`src/rtl/assert_macros.svh`:
```
// Assertion macros shared by the trail segment pool RTL.
`ifndef ASSERT_MACROS_SVH
`define ASSERT_MACROS_SVH
`ifndef NO_ASSERTIONS
`define TSAF_ASSERT(label, clk, rst, prop) \
   label: assert property (@(posedge clk) disable iff (rst) prop) \
      else $error("tsaf assertion failed");
`define TSAF_ASSERT_ALWAYS(label, clk, prop) \
   label: assert property (@(posedge clk) prop) \
      else $error("tsaf assertion failed");
`else
`define TSAF_ASSERT(label, clk, rst, prop)
`define TSAF_ASSERT_ALWAYS(label, clk, prop)
`endif
`endif

```
`src/rtl/tsaf_pkg.sv`:
```
// Shared types and constants of the trail segment aging pool.
package tsaf_pkg;
   localparam int SlotsDefault = 32;
   localparam int TimeW        = 24;
   localparam int TimerW       = 25;
   localparam int CoordW       = 32;
   localparam int OneSecond    = 65536;
   localparam logic [TimerW-1:0] TimerMax     = {TimerW{1'b1}};
   localparam logic [TimeW-1:0]  FadeResetVal = TimeW'(OneSecond);

   // One segment as held in a cell of the chain.
   typedef struct packed {
      logic             used;
      logic [TimeW-1:0] rem;
   } rec_type;

   // The point pair carried by one tick.
   typedef struct packed {
      logic [CoordW-1:0] first_x;
      logic [CoordW-1:0] first_y;
      logic [CoordW-1:0] first_z;
      logic [CoordW-1:0] second_x;
      logic [CoordW-1:0] second_y;
      logic [CoordW-1:0] second_z;
   } pts_type;
endpackage

```
`src/rtl/tsaf_cell.sv`:
```
// One segment cell of the rotating chain.
module tsaf_cell (
   input  logic             clock,
   input  logic             reset,
   input  logic             shift_en,
   input  tsaf_pkg::rec_type rec_in,
   input  logic             load_en,
   input  tsaf_pkg::rec_type load_rec,
   output tsaf_pkg::rec_type rec_out
);
   import tsaf_pkg::*;

   rec_type seg_ff;
   rec_type seg_in;

   // Shifting and loading never overlap; the load wins should they ever do.
   always_comb begin
      seg_in = seg_ff;
      if (load_en) begin
         seg_in = load_rec;
      end else if (shift_en) begin
         seg_in = rec_in;
      end
   end

   always_ff @(posedge clock) begin
      if (reset) begin
         seg_ff <= '0;
      end else begin
         seg_ff <= seg_in;
      end
   end

   assign rec_out = seg_ff;
endmodule

```
`src/rtl/trail_segment_aging_fifo.sv`:
```
// Top level of the trail segment aging pool: control, sweep datapath and point store.
// Usage: one tick beat is issued on start with the req_ fields while busy is low.
// The block ages every live segment by req_step_time, frees those whose time runs
// out, and, when a point pair is offered and the emit timer is due, stores the pair
// in the lowest free slot with the fade lifetime taken from the fade_time register.
// Steps of a tick: the beat is accepted, the sweep rotates the segment ring once
// through the ageing unit at its end, and the finish state settles the emission;
// the result beat appears on the rsp_ ports for one cycle, marked by rsp_valid,
// as busy drops. A single ageing unit serves every slot, visited once per slot,
// and start is ignored while busy, so a new tick waits for the last result.
// The receiver cannot stall the result; it must take the beat in that cycle.
// The configuration register sits on the APB-style port at byte address 0; the user
// is to write it only while the block is idle, which the block does not enforce.
// Reads return its value at once. Reset clears every segment, the emit timer and
// the result strobe, and loads fade_time with one second; the point store needs no
// clearing, since its words are only written, never read back into a result.
`include "assert_macros.svh"

module trail_segment_aging_fifo #(
   parameter int SLOTS = tsaf_pkg::SlotsDefault
) (
   input  logic                        clock,
   input  logic                        reset,
   // tick channel
   input  logic                        start,
   output logic                        busy,
   input  logic [tsaf_pkg::TimeW-1:0]  req_step_time,
   input  logic                        req_have_points,
   input  logic                        req_closing,
   input  logic [tsaf_pkg::CoordW-1:0] req_first_x,
   input  logic [tsaf_pkg::CoordW-1:0] req_first_y,
   input  logic [tsaf_pkg::CoordW-1:0] req_first_z,
   input  logic [tsaf_pkg::CoordW-1:0] req_second_x,
   input  logic [tsaf_pkg::CoordW-1:0] req_second_y,
   input  logic [tsaf_pkg::CoordW-1:0] req_second_z,
   // result channel
   output logic                        rsp_valid,
   output logic [5:0]                  rsp_live_segments,
   output logic                        rsp_stored,
   output logic [4:0]                  rsp_stored_slot,
   output logic                        rsp_dropped_full,
   output logic [5:0]                  rsp_expired_count,
   output logic                        rsp_finished,
   // configuration port
   input  logic                        psel,
   input  logic                        penable,
   input  logic                        pwrite,
   input  logic [2:0]                  paddr,
   input  logic [31:0]                 pwdata,
   output logic [31:0]                 prdata,
   output logic                        pready
);
   import tsaf_pkg::*;

   localparam int SlotW         = (SLOTS > 1) ? $clog2(SLOTS) : 1;
   localparam int CntW          = $clog2(SLOTS + 1);
   localparam int EmitThreshold = (OneSecond + SLOTS - 1) / SLOTS;
   localparam logic [SlotW-1:0] LastSlot = SlotW'(SLOTS - 1);

   localparam logic [1:0] StIdle   = 2'd0;
   localparam logic [1:0] StSweep  = 2'd1;
   localparam logic [1:0] StFinish = 2'd2;

   // ------------------------------------------------------------------
   // Configuration register. Only register 0 exists; the word select bit
   // paddr[2] tells it apart from the empty space above it.
   // ------------------------------------------------------------------
   logic [TimeW-1:0] fade_ff, fade_in;
   logic             cfg_wr;

   assign pready = 1'b1;
   assign cfg_wr = psel & penable & pwrite & pready & ~paddr[2];
   assign fade_in = cfg_wr ? pwdata[TimeW-1:0] : fade_ff;
   assign prdata = paddr[2] ? 32'd0 : 32'(fade_ff);

   // ------------------------------------------------------------------
   // Control and per-tick registers.
   // ------------------------------------------------------------------
   logic [1:0]        state_ff, state_in;
   logic [TimerW-1:0] timer_ff, timer_in;
   logic [TimeW-1:0]  dt_ff, dt_in;
   logic              due_ff, due_in;
   logic              closing_ff, closing_in;
   pts_type           pts_ff, pts_in;
   logic [SlotW-1:0]  idx_ff, idx_in;
   logic [CntW-1:0]   expired_ff, expired_in;
   logic [CntW-1:0]   live_ff, live_in;
   logic              found_ff, found_in;
   logic [SlotW-1:0]  free_ff, free_in;

   logic              rsp_valid_ff, rsp_valid_in;
   logic [5:0]        rsp_live_ff, rsp_live_in;
   logic              rsp_stored_ff, rsp_stored_in;
   logic [4:0]        rsp_slot_ff, rsp_slot_in;
   logic              rsp_drop_ff, rsp_drop_in;
   logic [5:0]        rsp_exp_ff, rsp_exp_in;
   logic              rsp_fin_ff, rsp_fin_in;

   logic              accept;
   logic [TimerW:0]   timer_sum;
   logic [TimerW-1:0] timer_sat;
   logic              emit_now;
   logic              drop_now;
   logic [CntW-1:0]   live_final;

   assign busy   = (state_ff != StIdle);
   assign accept = start & ~busy;

   // The emit timer saturates rather than wrapping; emission is due once the
   // timer times SLOTS reaches one second, i.e. at the rounded-up quotient.
   assign timer_sum = {1'b0, timer_ff} + (TimerW + 1)'(req_step_time);
   assign timer_sat = timer_sum[TimerW] ? TimerMax : timer_sum[TimerW-1:0];

   // ------------------------------------------------------------------
   // The segment ring. Each cell hands its record on every sweep cycle; the
   // record leaving the last cell passes through the ageing unit on its way
   // back into cell 0, so after SLOTS shifts every record is home again.
   // ------------------------------------------------------------------
   rec_type chain_out [SLOTS];
   rec_type age_rec;
   rec_type new_rec;
   logic    age_expire;
   logic    shift_en;

   assign shift_en = (state_ff == StSweep);
   assign new_rec  = '{used: 1'b1, rem: fade_ff};

   always_comb begin
      age_rec    = chain_out[SLOTS-1];
      age_expire = 1'b0;
      if (chain_out[SLOTS-1].used) begin
         if (dt_ff > chain_out[SLOTS-1].rem) begin
            // A segment equal to the step survives with nothing left.
            age_rec.used = 1'b0;
            age_rec.rem  = '0;
            age_expire   = 1'b1;
         end else begin
            age_rec.rem = chain_out[SLOTS-1].rem - dt_ff;
         end
      end
   end

   for (genvar i = 0; i < SLOTS; i++) begin : g_cell
      rec_type cell_in;
      logic    load_en;

      if (i == 0) begin : g_head
         assign cell_in = age_rec;
      end else begin : g_link
         assign cell_in = chain_out[i-1];
      end

      assign load_en = (state_ff == StFinish) & emit_now & (free_ff == SlotW'(i));

      tsaf_cell u_cell (
         .clock    (clock),
         .reset    (reset),
         .shift_en (shift_en),
         .rec_in   (cell_in),
         .load_en  (load_en),
         .load_rec (new_rec),
         .rec_out  (chain_out[i])
      );
   end

   // ------------------------------------------------------------------
   // Sequencer. The sweep visits slots from the highest down, so the last
   // free slot seen is the lowest one.
   // ------------------------------------------------------------------
   assign emit_now   = due_ff & found_ff;
   assign drop_now   = due_ff & ~found_ff;
   assign live_final = live_ff + CntW'(emit_now);

   always_comb begin
      state_in     = state_ff;
      timer_in     = timer_ff;
      dt_in        = dt_ff;
      due_in       = due_ff;
      closing_in   = closing_ff;
      pts_in       = pts_ff;
      idx_in       = idx_ff;
      expired_in   = expired_ff;
      live_in      = live_ff;
      found_in     = found_ff;
      free_in      = free_ff;
      rsp_valid_in = 1'b0;
      rsp_live_in  = rsp_live_ff;
      rsp_stored_in = rsp_stored_ff;
      rsp_slot_in  = rsp_slot_ff;
      rsp_drop_in  = rsp_drop_ff;
      rsp_exp_in   = rsp_exp_ff;
      rsp_fin_in   = rsp_fin_ff;

      unique case (state_ff)
         StIdle: begin
            if (accept) begin
               due_in     = req_have_points & (timer_sat >= TimerW'(EmitThreshold));
               timer_in   = due_in ? '0 : timer_sat;
               dt_in      = req_step_time;
               closing_in = req_closing;
               pts_in     = '{first_x: req_first_x, first_y: req_first_y,
                              first_z: req_first_z, second_x: req_second_x,
                              second_y: req_second_y, second_z: req_second_z};
               idx_in     = LastSlot;
               expired_in = '0;
               live_in    = '0;
               found_in   = 1'b0;
               free_in    = '0;
               state_in   = StSweep;
            end
         end
         StSweep: begin
            expired_in = expired_ff + CntW'(age_expire);
            live_in    = live_ff + CntW'(age_rec.used);
            if (!age_rec.used) begin
               found_in = 1'b1;
               free_in  = idx_ff;
            end
            idx_in = idx_ff - SlotW'(1);
            if (idx_ff == '0) begin
               state_in = StFinish;
            end
         end
         StFinish: begin
            rsp_valid_in  = 1'b1;
            rsp_live_in   = 6'(live_final);
            rsp_stored_in = emit_now;
            rsp_slot_in   = emit_now ? 5'(free_ff) : 5'd0;
            rsp_drop_in   = drop_now;
            rsp_exp_in    = 6'(expired_ff);
            rsp_fin_in    = ~drop_now & closing_ff & (live_final == '0);
            state_in      = StIdle;
         end
         default: begin
            state_in = StIdle;
         end
      endcase
   end

   always_ff @(posedge clock) begin
      if (reset) begin
         state_ff     <= StIdle;
         timer_ff     <= '0;
         fade_ff      <= FadeResetVal;
         rsp_valid_ff <= 1'b0;
      end else begin
         state_ff     <= state_in;
         timer_ff     <= timer_in;
         fade_ff      <= fade_in;
         rsp_valid_ff <= rsp_valid_in;
      end
   end

   always_ff @(posedge clock) begin
      dt_ff         <= dt_in;
      due_ff        <= due_in;
      closing_ff    <= closing_in;
      pts_ff        <= pts_in;
      idx_ff        <= idx_in;
      expired_ff    <= expired_in;
      live_ff       <= live_in;
      found_ff      <= found_in;
      free_ff       <= free_in;
      rsp_live_ff   <= rsp_live_in;
      rsp_stored_ff <= rsp_stored_in;
      rsp_slot_ff   <= rsp_slot_in;
      rsp_drop_ff   <= rsp_drop_in;
      rsp_exp_ff    <= rsp_exp_in;
      rsp_fin_ff    <= rsp_fin_in;
   end

   // ------------------------------------------------------------------
   // Point store: one row of six words per slot, written when a pair lands.
   // ------------------------------------------------------------------
   pts_type point_mem [SLOTS];

   always_ff @(posedge clock) begin
      if ((state_ff == StFinish) && emit_now) begin
         point_mem[free_ff] <= pts_ff;
      end
   end

   assign rsp_valid         = rsp_valid_ff;
   assign rsp_live_segments = rsp_live_ff;
   assign rsp_stored        = rsp_stored_ff;
   assign rsp_stored_slot   = rsp_slot_ff;
   assign rsp_dropped_full  = rsp_drop_ff;
   assign rsp_expired_count = rsp_exp_ff;
   assign rsp_finished      = rsp_fin_ff;

   // ------------------------------------------------------------------
   // Checks.
   // ------------------------------------------------------------------
   `TSAF_ASSERT(a_accept_goes_busy, clock, reset, accept |=> busy)
   `TSAF_ASSERT(a_rsp_after_finish, clock, reset, rsp_valid_ff |-> $past(state_ff == StFinish))
   `TSAF_ASSERT(a_store_xor_drop, clock, reset, rsp_valid_ff |-> !(rsp_stored_ff && rsp_drop_ff))
   `TSAF_ASSERT(a_finish_is_empty, clock, reset,
      (rsp_valid_ff && rsp_fin_ff) |-> (rsp_live_ff == 6'd0))
   `TSAF_ASSERT_ALWAYS(a_idle_after_reset, clock, $past(reset) |-> (state_ff == StIdle))
endmodule

```
`config.mk`:
```
export PLATFORM = sky130hd
export DESIGN_NAME = trail_segment_aging_fifo
export DESIGN_NICKNAME = d
export VERILOG_FILES = /design/src/rtl/tsaf_pkg.sv /design/src/rtl/tsaf_cell.sv /design/src/rtl/trail_segment_aging_fifo.sv
export VERILOG_INCLUDE_DIRS = /design/src /design/src/rtl
export SDC_FILE = /design/constraint.sdc
export NUM_CORES = 2
export LEC_CHECK = 0
export BUFFER_PORTS_ARGS = -buffer_cell sky130_fd_sc_hd__buf_2
export CORE_ASPECT_RATIO = 1.1
export CORE_MARGIN = 10
export CORE_UTILIZATION = 37
export CTS_BUF_LIST = sky130_fd_sc_hd__clkbuf_2 sky130_fd_sc_hd__clkbuf_4 sky130_fd_sc_hd__clkbuf_8
export DETAILED_ROUTE_END_ITERATION = 6
export GPL_TIMING_DRIVEN = 0
export SETUP_SLACK_MARGIN = 0.02
export SLEW_MARGIN = 10
export SYNTH_ARGS = -nofsm -noshare
export SYNTH_HDL_FRONTEND = slang
export SYNTH_SLANG_ARGS = --single-unit
```
`constraint.sdc`:
```
create_clock -name clock -period 3.7 [get_ports clock]
set_input_delay 0.185 -clock clock [delete_from_list [all_inputs] [get_ports clock]]
set_output_delay 0.185 -clock clock [all_outputs]
set_load 0.03 [all_outputs]
```
# Word level (Yosys, flattened, before mapping)
# Cells that the tools add are included.
dict set report word_totals {
  regBits 921
  latch_bits 0
  ramBits 0
  mem_bits_ro 0
  input_bits 259
  output_inout_bits 55
  word_cells 301
  memories 0
}
dict set report op_classes {
  n_addsub 6
  mul 0
  div_mod_pow 0
  n_lt_le_gt_ge 2
  n_eq_ne 36
  shift 0
  mux 87
  bitwise 46
  reduce_logical 42
}
# op n
set op_table {}
lappend op_table {{$mux 25} 67}
lappend op_table {{$eq 5x5->1 const B} 16}
lappend op_table {{$reduce_bool 2->1} 34}
lappend op_table {{$mux 24} 2}
lappend op_table {{$and 1x1->1} 42}
lappend op_table {{$eq 5x4->1 const B} 8}
lappend op_table {{$add 25x24->26} 1}
lappend op_table {{$ge 25x12->1 const B} 1}
lappend op_table {{$gt 24x24->1} 1}
lappend op_table {{$pmux 6 s2} 2}
lappend op_table {{$sub 24x24->24} 1}
lappend op_table {{$eq 5x3->1 const B} 4}
lappend op_table {{$pmux 5 s2} 2}
lappend op_table {{$add 6x1->6} 3}
lappend op_table {{$mux 5} 3}
lappend op_table {{$eq 5x2->1 const B} 2}
lappend op_table {{$logic_not 5->1} 2}
lappend op_table {{$logic_not 6->1} 1}
lappend op_table {{$mux 1} 6}
lappend op_table {{$mux 6} 1}
lappend op_table {{$ne 2x2->1 const B} 3}
lappend op_table {{$reduce_and 2->1} 3}
lappend op_table {{$eq 5x1->1 const B} 1}
lappend op_table {{$sub 5x1->5 const B} 1}
lappend op_table {{8 further kinds} 12}

# Longest topological paths before layout
dict set report logic_depth {
  depth_word 5
  ltp_mapped 16
  mapped_depth_nobuf 16
}

# Hierarchy
# From an unflattened synthesis, not the netlist that was laid out.
dict set report hier_totals {
  hier_cells 4517
  hier_area_um2 46582.2
}
# module instances cells_each area_each_um2 seq_area_each_um2
set modules_own_cells {}
lappend modules_own_cells {tsaf_cell 32 111 1193.6 500.5}
lappend modules_own_cells {trail_segment_aging_fifo 1 965 8385.5 3113.0}

# Worst setup path before layout
# OpenSTA, ideal clock, no wires.
dict set report synth_timing {
  kind {register -> register}
  from {register dt_ff[0]}
  to {register live_ff[4] (data pin)}
  setup_time_ns 0.266
  t_arrival_ns 2.866
  t_required_ns 3.434
  slack_ns 0.568
  path_stages_with_launch 16
  n_path_buf 1
  synth_period_minus_slack_ns 3.132
  cell_sequence {edfxtp_1 ha_1 inv_1 fa_1 a211oi_1 o21ai_0 nand3_2 a31oi_2 o2111ai_2 a211oi_4 buf_2 ha_1 ha_1 nand3_1 xor2_1 nor2_1}
}
dict set report synth_via {
  elab_chain_cells 5
}
# item line
set synth_rtl {}
lappend synth_rtl {{start, declared} trail_segment_aging_fifo.sv:81} ;# logic [TimeW-1:0] dt_ff, dt_in;
lappend synth_rtl {{start signal, assigned} trail_segment_aging_fifo.sv:255} ;# dt_ff <= dt_in;
lappend synth_rtl {{$gt 24x24->1} trail_segment_aging_fifo.sv:132} ;# if (dt_ff > chain_out[SLOTS-1].rem) begin
lappend synth_rtl {{$mux 1} trail_segment_aging_fifo.sv:132}
lappend synth_rtl {{$mux 25} trail_segment_aging_fifo.sv:131} ;# if (chain_out[SLOTS-1].used) begin
lappend synth_rtl {{$add 6x1->6} trail_segment_aging_fifo.sv:214} ;# live_in = live_ff + CntW'(age_rec.used);
lappend synth_rtl {{$pmux 6 s2} trail_segment_aging_fifo.sv:194} ;# unique case (state_ff)
lappend synth_rtl {{end signal, assigned} trail_segment_aging_fifo.sv:261} ;# live_ff <= live_in;
lappend synth_rtl {{end, declared} trail_segment_aging_fifo.sv:87} ;# logic [CntW-1:0] live_ff, live_in;
# Every way passes these cells.
# A chain may end at the register's enable or synchronous reset.

# Final worst setup path
dict set report layout_timing {
  from {register fade_ff[10]}
  to {output prdata[10]}
}
dict set report layout_via {
  elab_chain_cells 1
}
# item line
set layout_rtl {}
lappend layout_rtl {{start, declared} trail_segment_aging_fifo.sv:68} ;# logic [TimeW-1:0] fade_ff, fade_in;
lappend layout_rtl {{start signal, assigned} trail_segment_aging_fifo.sv:244} ;# fade_ff <= FadeResetVal;
lappend layout_rtl {{start signal, assigned} trail_segment_aging_fifo.sv:249} ;# fade_ff <= fade_in;
lappend layout_rtl {{$mux 24} trail_segment_aging_fifo.sv:74} ;# assign prdata = paddr[2] ? 32'd0 : 32'(fade_ff);
lappend layout_rtl {{end, declared} trail_segment_aging_fifo.sv:50} ;# output logic [31:0] prdata,
# Every way passes these cells.

==> metrics.cfg <==
[power]
peakVddDrop_v = 0.000299
power_leakage_nw = 17.5
p_per_area_nw_per_um2 = 456
finalPower_w = 0.0221

[logic_synthesis]
netlist_area_um2 = 41900
ys_types = 80
syn_area_per_cell_um2 = 7.77
async_flop_share_pct = 0
ys_top_cells_by_area = dfxtp_1, a311oi_1, nand2_1
synth_edf_count = 69
synth.mux.area_fraction_pct = 0.0776
synth-seq-cells = 921
synthSimpleGateAreaFrac_pct = 24.9
synth_compound_area_share_pct = 21.0
synth_xor_area_share_pct = 0.919
yosysWarnings = 0
synth_top_family_by_area = simple AND/OR/NAND/NOR gates
syn_inst = 5401
synth_top_area_cell = dfxtp_1
ys.flop_type = dfxtp_1
synthAdderAreaFrac_pct = 1.77
synth_top_area_share_pct = 40.7
ys_seq_area_share_pct = 45.6

[floorplanning]
io_pins = 314
core_area_um2 = 112000
rows = 129
start_util_pct = 37.3
die_h_um = 373
dieArea_um2 = 127000
die_w_um = 341

[clock_network]
clockRootBuffer = clkbuf_8
cts_buffers = 164
clockBufferDepth = 3
cts_sinks = 921
cts_max_level = 4
cts_tree = yes
clk_latency_ps = 880
clkTransAtPathRegs_ps = 50

[worst_setup_path]
rr_worst_depth = 13
cp.arrival_ps = 3660
crit_required_ps = 3510
crit_path_end = prdata[10]
reg2reg_from = timer_ff[0]
path_max_fanout = 10
r2r_slack_ps = 150
r2r-end = due_ff
crit_path_start_kind = flip-flop
critPathCaptureType = output pin
crit_type = reg -> out
crit_start = fade_ff[10]

[cells_and_area]
final_cell_mix = nand2_1, dfxtp_1, nor2_1, a311oi_1, clkbuf_1
area_delta_synth_final_pct = 15.5
num-fill-cells = 11500
drive_gt1_share_pct = 7.96
fin_area_um2 = 48500
fin_cells = 7364
post-route-util_pct = 43.1
final_common_cell = nand2_1
nNetsFinal = 6057

[timing]
setup-violations-final = 3
post-route-min-period_ps = 3850
fin_skew_ps = 40.1
hold_viol = 0
tightest_slew_ps = 1420
setup_ws_ps = -145
slew_headroom_pct = 5.41
rsz0062_at_grt = false
fin_crit_sh_pct = 104
finalMaxSlewViolations = 0
hold_ws_ps = 67.4
clock.fmax_mhz = 260

[drt]
wire_per_inst_um = 25.2
firstDrtPassIters = 7
drt-initial-drc-count = 4738
ant_nets = 0
drc = 0
vias = 43200
vias_per_cell = 5.86
drt_wl_total_um = 186000

[global_routing]
antenna_found_initial = 7
grt_max_degree = 31
gr-usage-all-layers_pct = 27.7
overflow = 0
grt_pass1_wl_um = 267000
grt_pass1_vias = 40500

[placement]
placed_cells = 7017
io_buffers = 102
place_area_um2 = 44400
dpl.hpwl_um = 132000
gp_congestion = 0.979

[run_status]
status = complete, but fails checks
violations = setup timing

[min_path]
hold_path.startpoint = req_closing
hp-class = in -> reg

[flow_run]
max_cap_violations = 0

[cells in the mapped netlist (3+ instances only)]
cell type / instances
a221o_1: 3
a221oi_1: 8
nand2_1: 1694
dfxtp_1: 852
o21bai_1: 10
o211ai_1: 11
ha_1: 56
nor4_1: 12
nand3_1: 18
a311oi_1: 746
a31oi_1: 34
a21o_1: 13
nor3_1: 29
nand2b_1: 10
o41ai_1: 3
o41ai_2: 8
buf_1: 62
nor2b_1: 32
o21ai_0: 45
xnor2_1: 25
nand4_1: 4
a22o_1: 10
inv_1: 49
buf_4: 10
nor2_1: 830
a21oi_1: 98
xor2_1: 19
a211oi_1: 9
buf_2: 6
o2111ai_1: 4
edfxtp_1: 69
o21a_1: 22
nand3b_1: 7
a22oi_1: 5
o22ai_1: 5
a21boi_0: 4
clkbuf_1: 488
or3_1: 7
and2_1: 11
and3_1: 20
[where the power goes]
part	switching, W	internal, W
sequential	0.0000731	0.0101
combinational	0.00142	0.000388
clock	0.00455	0.00551
[cell families (layout without fill, tap and decap cells)]
logic type,count (synthesis),in the layout
AND/OR/NAND/NOR,2685,2685
XOR/XNOR,44,44
buffers and inverters,619,1065
multiplexers,3,3
flip-flops,921,921
other,2,13
adder cells (fa/ha/maj),58,58
AO/OA/AOI/OAI,1069,1069
[area by class of cell]
| type | instances | area [um^2] | share of cell area (%) |
|---|---|---|---|
| diodes | 4 | 10.0 | 0.0207 |
| plain buffers | 568 | 2230 | 4.61 |
| clock buffers | 244 | 3040 | 6.27 |
| clock inverters | 36 | 310 | 0.640 |
| inverters | 51 | 191 | 0.395 |
| multi-input cells | 3868 | 20500 | 42.3 |
| flip-flops and latches | 921 | 19100 | 39.5 |
| well taps | 1506 | 1880 | 3.89 |
| repair buffers | 166 | 1150 | 2.37 |
[worst max-delay path, stage by stage, from the launching register on]
cell and delay (ps):
dfxtp_1 310, clkbuf_1 950, clkbuf_1 1110, nor2b_1 230, buf_2 210
[flip-flops by register name, summed over array words and instances, names as in the netlist]
| register | count |
|---|---|
| rsp_expired_count | 6 |
| rsp_valid | 1 |
| rsp_live_segments | 6 |
| due_ff | 1 |
| rsp_stored_slot | 5 |
| expired_ff | 6 |
| rsp_finished | 1 |
| idx_ff | 5 |
| timer_ff | 25 |
| fade_ff | 24 |
| found_ff | 1 |
| live_ff | 6 |
| dt_ff | 24 |
| rsp_stored | 1 |
| free_ff | 5 |
| g_cell.u_cell.rec_out | 800 |
| closing_ff | 1 |
| rsp_dropped_full | 1 |
| state_ff | 2 |
[what timing repair did]
action                                 in CTS  in global routing
gates resized for setup                     7                 15
setup endpoints to repair                  39                 78
pin swaps                                   1                  4
gates cloned                                0                  1
hold buffers                               53                  0
endpoints found under the hold margin      64                  0
buffers inserted                            1                  8
[worst min path at each step]
stage | endpoint | cells past startpoint
floorplan | closing_ff | 0
global placement | closing_ff | 1
detailed placement | closing_ff | 1
CTS | dt_ff[8] | 2
global route | closing_ff | 2
finish | closing_ff | 2
[per-stage QoR]
step           worst slack (ps)  TNS [ps]
2_1_floorplan               568         0
3_3_place_gp               -738    -29710
3_5_place_dp               -694    -16940
4_1_cts                    20.1         0
5_1_grt                    23.1         0
6_report                   -145      -235
[routing by layer]
layer / routed length (um) / GRT usage (%) / vias to the layer above / part of all wire (%)
met3: 18500 / 6.58 / 623 / 9.9
met4: 15800 / 21.0 / 8 / 8.5
met2: 78300 / 40.8 / 2493 / 42
li1: - / - / 19500 / -
met5: 47 / 0 / - / 0.025
met1: 73100 / 34.7 / 20600 / 39
(Power assumes the default switching activity.)
